`config.mk`:
```
export PLATFORM = sky130hd
export DESIGN_NAME = command_frame_encoder
export DESIGN_NICKNAME = d
export VERILOG_FILES = /design/src/rtl/core/cfe_pkg.sv /design/src/rtl/core/cfe_digit_unit.sv /design/src/rtl/core/command_frame_encoder.sv
export SDC_FILE = /design/constraint.sdc
export NUM_CORES = 1
export LEC_CHECK = 0
export BUFFER_PORTS_ARGS = -buffer_cell sky130_fd_sc_hd__clkbuf_2
export CAP_MARGIN = 5
export CELL_PAD_IN_SITES_DETAIL_PLACEMENT = 1
export CELL_PAD_IN_SITES_GLOBAL_PLACEMENT = 2
export CORE_MARGIN = 2
export CORE_UTILIZATION = 40
export DETAILED_ROUTE_END_ITERATION = 10
export PLACE_DENSITY_LB_ADDON = 0.12
export SLEW_MARGIN = 40
export SYNTH_ARGS = -nofsm -noshare
export SYNTH_HDL_FRONTEND = slang
export SYNTH_SLANG_ARGS = --single-unit
```
`constraint.sdc`:
```
create_clock -name clock -period 5.5 [get_ports clock]
set_clock_uncertainty 0.05 [all_clocks]
set_input_delay 1.1 -clock clock [delete_from_list [all_inputs] [get_ports clock]]
set_output_delay 1.1 -clock clock [all_outputs]
set_load 0.01 [all_outputs]
```
`src/rtl/core/cfe_pkg.sv`:
```
// Types, constants and mnemonic tables of the command frame encoder.
`default_nettype none
package cfe_pkg;

   localparam logic [7:0]  BYTE_STX    = 8'h02;
   localparam logic [7:0]  BYTE_SPACE  = 8'h20;
   localparam logic [7:0]  BYTE_SEMI   = 8'h3B;
   localparam logic [7:0]  BYTE_CR     = 8'h0D;
   localparam logic [7:0]  BYTE_LF     = 8'h0A;
   localparam logic [7:0]  BYTE_DIGIT0 = 8'h30;
   localparam logic [7:0]  CHK_OR      = 8'h40;
   localparam logic [15:0] MAX_VALUE   = 16'd4095;
   localparam logic [4:0]  NUM_COMMANDS = 5'd22;
   // floor(v*3277 / 2^15) == floor(v/10) for v <= 4095
   localparam logic [11:0] RECIP_TEN   = 12'd3277;
   localparam int          RECIP_SHIFT = 15;
   localparam logic [2:0]  MAX_DIGITS  = 3'd4;

   typedef enum logic [4:0] {
      CMD_VREF, CMD_IREF, CMD_VSET, CMD_ISET, CMD_VMON, CMD_IMON, CMD_FMON,
      CMD_ENBL, CMD_WDTE, CMD_WDTT, CMD_CLR,  CMD_FLT,  CMD_STAT, CMD_FREV,
      CMD_SLVR, CMD_SLIR, CMD_MODR, CMD_HWVR, CMD_SOFT, CMD_LVPS, CMD_TEMP,
      CMD_BAUD
   } command_type;

   typedef enum logic [3:0] {
      ST_IDLE, ST_CONV, ST_STX, ST_MNEM, ST_DIGIT, ST_SEMI, ST_CHK, ST_CR,
      ST_LF, ST_BAD
   } state_type;

   typedef struct packed {
      logic [11:0] quotient;
      logic [3:0]  remainder;
   } digit_result_type;

   // Mnemonic characters, first character in the top byte; unused slots are zero.
   function automatic logic [39:0] mnemonic_text(input logic [4:0] cmd);
      logic [39:0] t;
      case (cmd)
         CMD_VREF: t = {"VREF", BYTE_SPACE};
         CMD_IREF: t = {"IREF", BYTE_SPACE};
         CMD_VSET: t = {"VSET", 8'h00};
         CMD_ISET: t = {"ISET", 8'h00};
         CMD_VMON: t = {"VMON", 8'h00};
         CMD_IMON: t = {"IMON", 8'h00};
         CMD_FMON: t = {"FMON", 8'h00};
         CMD_ENBL: t = {"ENBL", BYTE_SPACE};
         CMD_WDTE: t = {"WDTE", BYTE_SPACE};
         CMD_WDTT: t = {"WDTT", 8'h00};
         CMD_CLR:  t = {"CLR", 16'h0000};
         CMD_FLT:  t = {"FLT", 16'h0000};
         CMD_STAT: t = {"STAT", 8'h00};
         CMD_FREV: t = {"FREV", 8'h00};
         CMD_SLVR: t = {"SLVR", 8'h00};
         CMD_SLIR: t = {"SLIR", 8'h00};
         CMD_MODR: t = {"MODR", 8'h00};
         CMD_HWVR: t = {"HWVR", 8'h00};
         CMD_SOFT: t = {"SOFT", 8'h00};
         CMD_LVPS: t = {"LVPS", 8'h00};
         CMD_TEMP: t = {"TEMP", 8'h00};
         CMD_BAUD: t = {"BAUD", BYTE_SPACE};
         default:  t = 40'h0;
      endcase
      return t;
   endfunction

   function automatic logic [2:0] mnemonic_len(input logic [4:0] cmd);
      logic [2:0] n;
      case (cmd)
         CMD_VREF, CMD_IREF, CMD_ENBL, CMD_WDTE, CMD_BAUD: n = 3'd5;
         CMD_CLR, CMD_FLT:                                 n = 3'd3;
         default:                                          n = 3'd4;
      endcase
      return n;
   endfunction

   function automatic logic [7:0] mnemonic_char(input logic [4:0] cmd,
                                                input logic [2:0] idx);
      logic [39:0] t;
      logic [7:0]  c;
      t = mnemonic_text(cmd);
      case (idx)
         3'd0:    c = t[39:32];
         3'd1:    c = t[31:24];
         3'd2:    c = t[23:16];
         3'd3:    c = t[15:8];
         3'd4:    c = t[7:0];
         default: c = 8'h00;
      endcase
      return c;
   endfunction

endpackage
`default_nettype wire

```
`src/rtl/core/cfe_digit_unit.sv`:
```
// Shared divide-by-ten step: quotient and remainder of one decimal digit.
`default_nettype none
module cfe_digit_unit (
   input  wire logic [11:0]               operand,
   output cfe_pkg::digit_result_type      result
);
   import cfe_pkg::*;

   logic [23:0] product;
   logic [8:0]  quot;
   logic [11:0] quot_x10;

   assign product  = 24'(operand) * 24'(RECIP_TEN);
   assign quot     = product[RECIP_SHIFT +: 9];
   assign quot_x10 = 12'({quot, 3'b000}) + 12'({quot, 1'b0});

   assign result.quotient  = 12'(quot);
   assign result.remainder = 4'(operand - quot_x10);

endmodule
`default_nettype wire

```
`src/rtl/core/command_frame_encoder.sv`:
```
// Top level: command to serial frame byte sequencer with checksum.
//
//   channel | direction | fields                                  | handshake
//   req     | in        | command[4:0], has_value, value[15:0]    | req_valid/req_ready
//   rsp     | out       | frame_byte[7:0], last, bad_command      | rsp_valid/rsp_ready
//
// One command is accepted, then converted one argument digit at a time in the
// divide-by-ten unit, then sent one frame byte (8 to 14 bytes) at a time through
// the single output register, which stalls while rsp_ready is low.
// An unknown code gives one flagged beat.
// Reset (synchronous) returns the sequencer to idle and empties the output.
// A stalled rsp holds the byte sequencer; req_ready is high only when idle.
`default_nettype none
module command_frame_encoder (
   input  wire logic        clock,
   input  wire logic        reset,
   input  wire logic        req_valid,
   output logic             req_ready,
   input  wire logic [4:0]  req_command,
   input  wire logic        req_has_value,
   input  wire logic [15:0] req_value,
   output logic             rsp_valid,
   input  wire logic        rsp_ready,
   output logic [7:0]       rsp_frame_byte,
   output logic             rsp_last,
   output logic             rsp_bad_command
);
   import cfe_pkg::*;

   state_type        state_ff, state_in;
   logic [4:0]       command_ff, command_in;
   logic [11:0]      value_ff, value_in;
   logic [3:0]       digit_store_ff [4];
   logic [2:0]       digit_count_ff, digit_count_in;
   logic [2:0]       char_idx_ff, char_idx_in;
   logic [2:0]       digit_idx_ff, digit_idx_in;
   logic [9:0]       sum_ff, sum_in;
   logic             rsp_valid_ff, rsp_valid_in;
   logic [7:0]       rsp_byte_ff;
   logic             rsp_last_ff, rsp_bad_ff;

   digit_result_type div_result;
   logic             accept, out_free, conv_done, mnem_done;
   logic [2:0]       mnem_len;
   logic [1:0]       digit_sel;
   logic             load, load_last, load_bad, load_summed;
   logic [7:0]       load_byte;
   logic [6:0]       chk_low;

   cfe_digit_unit u_digit (
      .operand (value_ff),
      .result  (div_result)
   );

   assign accept    = req_valid && req_ready;
   assign out_free  = !rsp_valid_ff || rsp_ready;
   assign mnem_len  = mnemonic_len(command_ff);
   assign mnem_done = (char_idx_ff == mnem_len - 3'd1);
   assign conv_done = (div_result.quotient == 12'd0) ||
                      (digit_count_ff == MAX_DIGITS - 3'd1);
   assign digit_sel = 2'(digit_idx_ff - 3'd1);
   assign chk_low   = 7'd0 - sum_ff[6:0];

   // next state
   always_comb begin
      state_in = state_ff;
      case (state_ff)
         ST_IDLE: begin
            if (req_valid) begin
               if (req_command >= NUM_COMMANDS) state_in = ST_BAD;
               else if (req_has_value)         state_in = ST_CONV;
               else                            state_in = ST_STX;
            end
         end
         ST_CONV:  if (conv_done) state_in = ST_STX;
         ST_STX:   if (out_free) state_in = ST_MNEM;
         ST_MNEM: begin
            if (out_free && mnem_done)
               state_in = (digit_count_ff != 3'd0) ? ST_DIGIT : ST_SEMI;
         end
         ST_DIGIT: if (out_free && digit_idx_ff == 3'd1) state_in = ST_SEMI;
         ST_SEMI:  if (out_free) state_in = ST_CHK;
         ST_CHK:   if (out_free) state_in = ST_CR;
         ST_CR:    if (out_free) state_in = ST_LF;
         ST_LF:    if (out_free) state_in = ST_IDLE;
         ST_BAD:   if (out_free) state_in = ST_IDLE;
         default:  state_in = ST_IDLE;
      endcase
   end

   // outputs of the sequencer
   always_comb begin
      req_ready   = 1'b0;
      load        = 1'b0;
      load_byte   = 8'h00;
      load_last   = 1'b0;
      load_bad    = 1'b0;
      load_summed = 1'b0;
      case (state_ff)
         ST_IDLE:  req_ready = 1'b1;
         ST_CONV:  ;
         ST_STX: begin
            load      = out_free;
            load_byte = BYTE_STX;
         end
         ST_MNEM: begin
            load        = out_free;
            load_byte   = mnemonic_char(command_ff, char_idx_ff);
            load_summed = 1'b1;
         end
         ST_DIGIT: begin
            load        = out_free;
            load_byte   = BYTE_DIGIT0 | {4'h0, digit_store_ff[digit_sel]};
            load_summed = 1'b1;
         end
         ST_SEMI: begin
            load        = out_free;
            load_byte   = BYTE_SEMI;
            load_summed = 1'b1;
         end
         ST_CHK: begin
            load      = out_free;
            load_byte = {1'b0, chk_low} | CHK_OR;
         end
         ST_CR: begin
            load      = out_free;
            load_byte = BYTE_CR;
         end
         ST_LF: begin
            load      = out_free;
            load_byte = BYTE_LF;
            load_last = 1'b1;
         end
         ST_BAD: begin
            load      = out_free;
            load_last = 1'b1;
            load_bad  = 1'b1;
         end
         default: ;
      endcase
   end

   // datapath next values
   always_comb begin
      command_in     = command_ff;
      value_in       = value_ff;
      digit_count_in = digit_count_ff;
      char_idx_in    = char_idx_ff;
      digit_idx_in   = digit_idx_ff;
      sum_in         = sum_ff;
      if (accept) begin
         command_in     = req_command;
         value_in       = (req_value > MAX_VALUE) ? MAX_VALUE[11:0] : req_value[11:0];
         digit_count_in = 3'd0;
         char_idx_in    = 3'd0;
         sum_in         = 10'd0;
      end
      if (state_ff == ST_CONV) begin
         value_in       = div_result.quotient;
         digit_count_in = digit_count_ff + 3'd1;
      end
      if (state_ff == ST_STX) digit_idx_in = digit_count_ff;
      if (load && state_ff == ST_MNEM)  char_idx_in  = char_idx_ff + 3'd1;
      if (load && state_ff == ST_DIGIT) digit_idx_in = digit_idx_ff - 3'd1;
      if (load && load_summed) sum_in = sum_ff + 10'(load_byte);
   end

   always_comb begin
      rsp_valid_in = rsp_valid_ff;
      if (load)           rsp_valid_in = 1'b1;
      else if (rsp_ready) rsp_valid_in = 1'b0;
   end

   always_ff @(posedge clock) begin
      if (reset) begin
         state_ff       <= ST_IDLE;
         rsp_valid_ff   <= 1'b0;
         command_ff     <= 5'd0;
         digit_count_ff <= 3'd0;
         char_idx_ff    <= 3'd0;
         digit_idx_ff   <= 3'd0;
         sum_ff         <= 10'd0;
      end else begin
         state_ff       <= state_in;
         rsp_valid_ff   <= rsp_valid_in;
         command_ff     <= command_in;
         digit_count_ff <= digit_count_in;
         char_idx_ff    <= char_idx_in;
         digit_idx_ff   <= digit_idx_in;
         sum_ff         <= sum_in;
      end
   end

   always_ff @(posedge clock) begin
      value_ff <= value_in;
      if (state_ff == ST_CONV) digit_store_ff[digit_count_ff[1:0]] <= div_result.remainder;
      if (load) begin
         rsp_byte_ff <= load_byte;
         rsp_last_ff <= load_last;
         rsp_bad_ff  <= load_bad;
      end
   end

   assign rsp_valid       = rsp_valid_ff;
   assign rsp_frame_byte  = rsp_byte_ff;
   assign rsp_last        = rsp_last_ff;
   assign rsp_bad_command = rsp_bad_ff;

endmodule
`default_nettype wire

```
==> impl_metrics.csv, run 1 <==
group,metric,value,unit
sta,layout_min_cycle_time,5.36,ns
global_route,grt_max_degree,28,
cts,cts_hold_buf,0,
sta,fmax,186,MHz
global_route,busiest_layer,"met2",
global_route,grt_pass1_vias,6094,
final_layout,area_growth,16.3,%
yosys,synth_warnings,0,
worst_setup_path,worstSetupStartpointType,"flip-flop",
global_route,grtUsageTotal,21.7,%
worst_setup_path,crit_slowest_cell,"fa_1",
yosys,synth_top_area_share,19.6,%
sta,min_period_over_period,97.5,%
sta,setup_tns,0,ns
final_layout,fin_util,47.0,%
drt,vias,5792,
worst_setup_path,critical_path_class,"reg -> reg",
cts,clock_sink_count,85,
floorplan,die_w,138,um
drt,antenna_left,0,
sta,slew_headroom,52.0,%
drt,drt-initial-drc-count,252,
yosys,synth_common_cells,"113 x ha_1, 107 x inv_1, 69 x nor2_1, 62 x a21oi_1, 51 x dfxtp_1",
placement,dpl.cell_count,1038,
yosys,yosysUniqueCellTypes,68,
yosys,ys_top_cells_by_area,"ha_1 20%, dfxtp_1 14%, edfxtp_1 14%",
drt,drc_errors,0,
drt,post_drt_wl_per_cell,19.3,um
final_layout,fin_nets,1010,
worst_setup_path,cp_common_cell,"fa_1",
cts,ctsLongestPathBuffers,2,
min_path,worstHoldPathType,"reg -> reg",
placement,port_buffers,36,
drt,vias_per_cell,5.43,
cts,root_buffer,"clkbuf_16",
placement,gp_congestion,0.883,
yosys,synthCells,781,
worst_setup_path,cp_num_buf_inv,3,
cts,cts-htree-levels,3,
yosys,syn-cell-area,0.00721,mm2
drt,wl,20600,um
yosys,ys_seq_elements,85,
sta,worst_pin_slew,0.713,ns
global_route,grtUsageMet2,35.6,%
yosys,avgSynthCellArea,9.23,um2
floorplan,fp-row-count,49,
yosys,syn-num-nets,958,
yosys,synth-edff-count,34,
final_layout,layout-drive-gt1-share,16.6,%
cts,cts.reportedPaths.clkPinSlew,0.06,ns
global_route,use_met3,3.39,%
worst_setup_path,path_delay_family,"adder cells",
global_route,met1_usage,30.9,%
worst_setup_path,path_cells,"buf_4 -> ha_1 -> xor2_1 -> ha_1 -> fa_1 -> fa_1 -> inv_1 -> fa_1 -> inv_1 -> ha_4 -> a21oi_4 -> o22ai_2 -> a2111o_1 -> a41oi_2 -> xor2_2 -> nand4b_1 -> nor4b_4 -> o41ai_2",
floorplan,start_util,40.4,%
sta,finalSetupViolations,0,
drt,drt_pre_antenna_iters,4,
yosys,yosysTopAreaCell,"ha_1",
global_route,grt.overflow.total,0,
sta,slew_violations,0,
worst_setup_path,crit_arrival,5.52,ns
global_route,grt_antenna_before_repair,0,
global_route,grt_pass1_wl,33200,um
cts,cts_buffers,9,
yosys,synth.most_common_cell,"ha_1",
floorplan,core_area,0.0178,mm2
final_layout,fin_cells,1067,
placement,dp.final_hpwl,16500,um
floorplan,dieArea,0.0191,mm2
final_layout,n_antenna_cell,0,
yosys,synthArstFlopShare,0,%
run_status,status,"completed",
cts,clk_latency,0.35,ns
worst_setup_path,critical_path_required,5.66,ns
yosys,ys_seq_area_share,28.3,%
cts,cts_tree,"done",
job,maxCapViolations,0,
sta,hold_viol_final,0,
yosys,synth_ff_type,"dfxtp_1",
floorplan,io_pins,38,
floorplan,die_h,138,um
worst_setup_path,critPathMaxStageDelay,0.55,ns
worst_setup_path,path_max_fanout,5,
worst_setup_path,endpoint_kind,"flip-flop",
what timing repair did:
action / 4_1_cts / 5_1_grt
resized for setup: 5 / 35
pin swaps: 6 / 22
setup buffers: 3 / 10
endpoints found under the hold margin: 0 / 0
setup endpoints to repair: 2 / 13
worst register-to-register path: stages, from the launching register on:
cell and delay (ns):
edfxtp_1 0.51, buf_4 0.19, ha_1 0.19, xor2_1 0.16, ha_1 0.32, fa_1 0.48
fa_1 0.55, inv_1 0.05, fa_1 0.54, inv_1 0.08, ha_4 0.25, a21oi_4 0.14
o22ai_2 0.10, a2111o_1 0.46, a41oi_2 0.28, xor2_2 0.20, nand4b_1 0.18, nor4b_4 0.37
o41ai_2 0.13
layer usage:
metal | part of all wire, % | vias to the layer above
met5 | 0 | -
met2 | 48 | 74
met3 | 3.2 | 11
li1 | - | 2823
met4 | 0.76 | 0
met1 | 48 | 2884
cells in the final DEF, fill, tap and decap left out, types with 6 or more instances in the layout:
master,Yosys,final
xnor2_1,16,13
clkbuf_16,0,9
fa_1,38,38
nor2_1,69,68
a21o_1,10,10
buf_4,1,36
a211oi_1,6,6
o211ai_1,7,7
o21ai_0,33,32
ha_4,0,7
inv_1,107,106
o22ai_1,10,9
edfxtp_1,34,34
dfxtp_1,51,50
and2_1,10,9
nand3_1,16,15
clkbuf_2,0,36
a31oi_1,8,7
ha_1,113,104
nand2_1,45,44
xor2_1,10,9
nor3_1,11,10
a21oi_1,62,59
o22a_1,6,6
worst paths after layout:
kind | from | end | slack (ns) | depth (start not counted)
max | value_ff[1]$_DFFE_PP_ | state_ff[0]$_SDFFE_PP0P_ | 0.14 | 18
min reg2reg | digit_idx_ff[2]$_SDFFE_PP0P_ | digit_idx_ff[2]$_SDFFE_PP0P_ | 0.48 | 2
max reg2reg | value_ff[1]$_DFFE_PP_ | state_ff[0]$_SDFFE_PP0P_ | 0.14 | 18
min | digit_idx_ff[2]$_SDFFE_PP0P_ | digit_idx_ff[2]$_SDFFE_PP0P_ | 0.48 | 2
through the flow:
step | setup WS, ns | hold slack, ns | cell area, um2
floorplan | 0.440 | 0.414 | 7210
global placement | 0.117 | 0.428 | 7720
detailed placement | -0.143 | 0.465 | 7720
CTS | 0.00999 | 0.476 | 8090
global route | -0.0519 | 0.494 | 8380
finish | 0.138 | 0.477 | 8380
cell families after synthesis:
| logic type | share of synthesized area, % |
|---|---|
| flops | 28.3 |
| compound gates | 17.0 |
| mux | 1.94 |
| xor+xnor | 3.16 |
| other cells | 0.0520 |
| simple gates | 11.9 |
| fa+ha+maj | 30.2 |
| buf+inv | 7.48 |
cell type report:
type	instances	area, um2
Fill cell	2042	9460
Clock buffer	9	225
Timing Repair Buffer	72	450
Tap cell	229	287
Multi-Input combinational cell	557	4900
Clock inverter	7	73.8
Inverter	108	405
Sequential cell	85	2040
Power of run 1 is left out: the tool's default activity adds up to more than one toggle a clock period on the data nets, which glitch-free logic cannot reach.
==> inputs of run 2 (changes only) <==
REMOVE_ABC_BUFFERS = 1   (was unset)
==> run 2 against run 1 <==
Compared with the run above:
- cell area is 1.3% lower
- cell count is 1.4% lower
- worst setup slack better by 0.064 ns
- register-to-register slack better by 0.06 ns
- non-clock buffer count is 15 lower
- global-route usage is 0.71 points lower
- sequential share of layout area is 0.31 points higher
- first-iteration DRC count is 20% higher
- critical path depth stayed put
- sequential cell count stayed put
- worst hold slack worse by 0.020 ns
==> impl_metrics.csv, run 2 (synthesized netlist as in run 1, its figures left out) <==
group,metric,value,unit
run_status,status,"completed",
worst_setup_path,reg2reg_slack,0.20,ns
drt,drt_pre_antenna_iters,4,
worst_setup_path,critPathMaxStageDelay,0.55,ns
placement,gp_congestion,0.915,
job,maxCapViolations,0,
placement,place_area,0.00765,mm2
placement,port_buffers,36,
global_route,grtUsageTotal,21.0,%
global_route,grt_pass1_vias,6040,
drt,post_drt_wl_per_cell,18.9,um
cts,root_buffer,"clkbuf_16",
cts,cts_buffers,9,
global_route,grt_antenna_before_repair,0,
final_layout,n_antenna_cell,0,
cts,ctsLongestPathBuffers,2,
sta,finalSetupViolations,0,
floorplan,die_w,138,um
final_layout,fin_nets,995,
cts,clk_latency,0.35,ns
final_layout,fillers,2051,
worst_setup_path,critical_path_class,"reg -> reg",
cts,cts_tree,"done",
sta,holdWs,0.457,ns
global_route,grt.overflow.total,0,
floorplan,fp-row-count,49,
cts,cts_hold_buf,0,
floorplan,io_pins,38,
global_route,grt_pass1_wl,32400,um
placement,dp.final_hpwl,15700,um
worst_setup_path,r2r_cells,18,
drt,vias,5707,
cts,cts-htree-levels,3,
sta,slew_violations,0,
worst_setup_path,worstSetupStartpointType,"flip-flop",
final_layout,layout-drive-gt1-share,14.2,%
final_layout,area_growth,14.8,%
floorplan,core_area,0.0178,mm2
sta,min_period_over_period,96.3,%
floorplan,die_h,138,um
worst_setup_path,path_max_fanout,5,
drt,drt-initial-drc-count,302,
worst_setup_path,cp_common_cell,"fa_1",
worst_setup_path,path_cells,"ha_1 -> inv_1 -> fa_1 -> fa_1 -> inv_1 -> fa_1 -> fa_1 -> ha_1 -> buf_4 -> nand2_1 -> nor2_1 -> a221oi_2 -> xnor2_2 -> ha_1 -> nand2_1 -> nand2_1 -> xnor2_2 -> xnor2_2",
worst_setup_path,critical_path_required,5.54,ns
min_path,worstHoldPathType,"reg -> reg",
drt,vias_per_cell,5.42,
worst_setup_path,crit_slowest_cell,"fa_1",
drt,drc_errors,0,
floorplan,start_util,40.4,%
worst_setup_path,r2r-start,"value_ff[7]$_DFFE_PP_",
final_layout,regArea,0.00204,mm2
worst_setup_path,crit_end,"digit_store_ff[0][3]$_DFFE_PP_",
worst_setup_path,endpoint_kind,"flip-flop",
cts,clock_sink_count,85,
global_route,grt_max_degree,28,
worst_setup_path,startpoint,"value_ff[7]$_DFFE_PP_",
sta,worst_pin_slew,0.724,ns
sta,layout_min_cycle_time,5.30,ns
worst_setup_path,r2r-end,"digit_store_ff[0][3]$_DFFE_PP_",
cts,cts.reportedPaths.clkPinSlew,0.06,ns
sta,hold_viol_final,0,
final_layout,layout_common_cells,"107 x inv_1, 104 x ha_1, 69 x nor2_1, 59 x a21oi_1, 51 x dfxtp_1",
sta,slew_headroom,51.2,%
sta,fmax,189,MHz
final_layout,multi_input_area,0.00486,mm2
floorplan,dieArea,0.0191,mm2
final_layout,design_area,0.00828,mm2
drt,wl,19900,um
worst_setup_path,crit_arrival,5.34,ns
final_layout,final_common_cell,"inv_1",
drt,antenna_left,0,
run 2: critical path, delay by kind of cell, from the launching register on:
kind                       cells  cell delay [ns]
adders and majority gates      7             2.95
xor gates and xnor gates       3             0.48
DFF                            1             0.46
AOI/OAI and AO/OA              1             0.37
and+or+nand+nor                4             0.36
buffers and inverters          3             0.36
run 2: routing by layer:
| layer | global-route usage [%] | share of wire (%) | wire (um) | vias up |
|---|---|---|---|---|
| li1 | - | - | - | 2792 |
| met5 | 0 | 0 | 0 | - |
| met2 | 37.7 | 51 | 10200 | 66 |
| met3 | 1.97 | 1.9 | 379 | 21 |
| met4 | 6.12 | 1.7 | 342 | 0 |
| met1 | 27.0 | 45 | 8930 | 2828 |
run 2: worst min path at each step:
stage                                         from                        endpoint  cells after the start
floorplan           digit_count_ff[2]$_SDFFE_PP0P_  digit_count_ff[2]$_SDFFE_PP0P_                      2
global placement    digit_count_ff[2]$_SDFFE_PP0P_  digit_count_ff[2]$_SDFFE_PP0P_                      2
detailed placement  digit_count_ff[2]$_SDFFE_PP0P_  digit_count_ff[2]$_SDFFE_PP0P_                      2
CTS                   digit_idx_ff[2]$_SDFFE_PP0P_    digit_idx_ff[2]$_SDFFE_PP0P_                      2
global route        digit_count_ff[2]$_SDFFE_PP0P_  digit_count_ff[2]$_SDFFE_PP0P_                      2
finish                digit_idx_ff[2]$_SDFFE_PP0P_    digit_idx_ff[2]$_SDFFE_PP0P_                      2
run 2: repair_timing:
action | 4_1_cts | 5_1_grt
pin swaps | 3 | 15
setup buffers | 5 | 2
gates resized for setup | 6 | 26
setup endpoints to repair | 6 | 10
endpoints found under the hold margin | 0 | 0
run 2: cell type report:
cell class / instances / area share, %
clock buffer: 9 / 2.72
clock inverter: 7 / 1.47
inverter: 108 / 4.90
multi-input combinational: 557 / 58.7
sequential: 85 / 24.7
tap: 229 / 3.46
timing repair buffer: 57 / 4.08
run 2: metrics by stage:
stage	utilization, %	setup slack, ns	TNS, ns	std cells
5_1_grt	46.4	-0.0259	-0.0552	1052
3_5_place_dp	42.9	-0.112	-0.343	1029
6_report	46.4	0.201	0	1052
2_1_floorplan	-	0.440	0	750
4_1_cts	45.3	0.00952	0	1050
3_3_place_gp	42.9	-0.0552	-0.0960	1029
Power of run 2 is left out for the same reason.
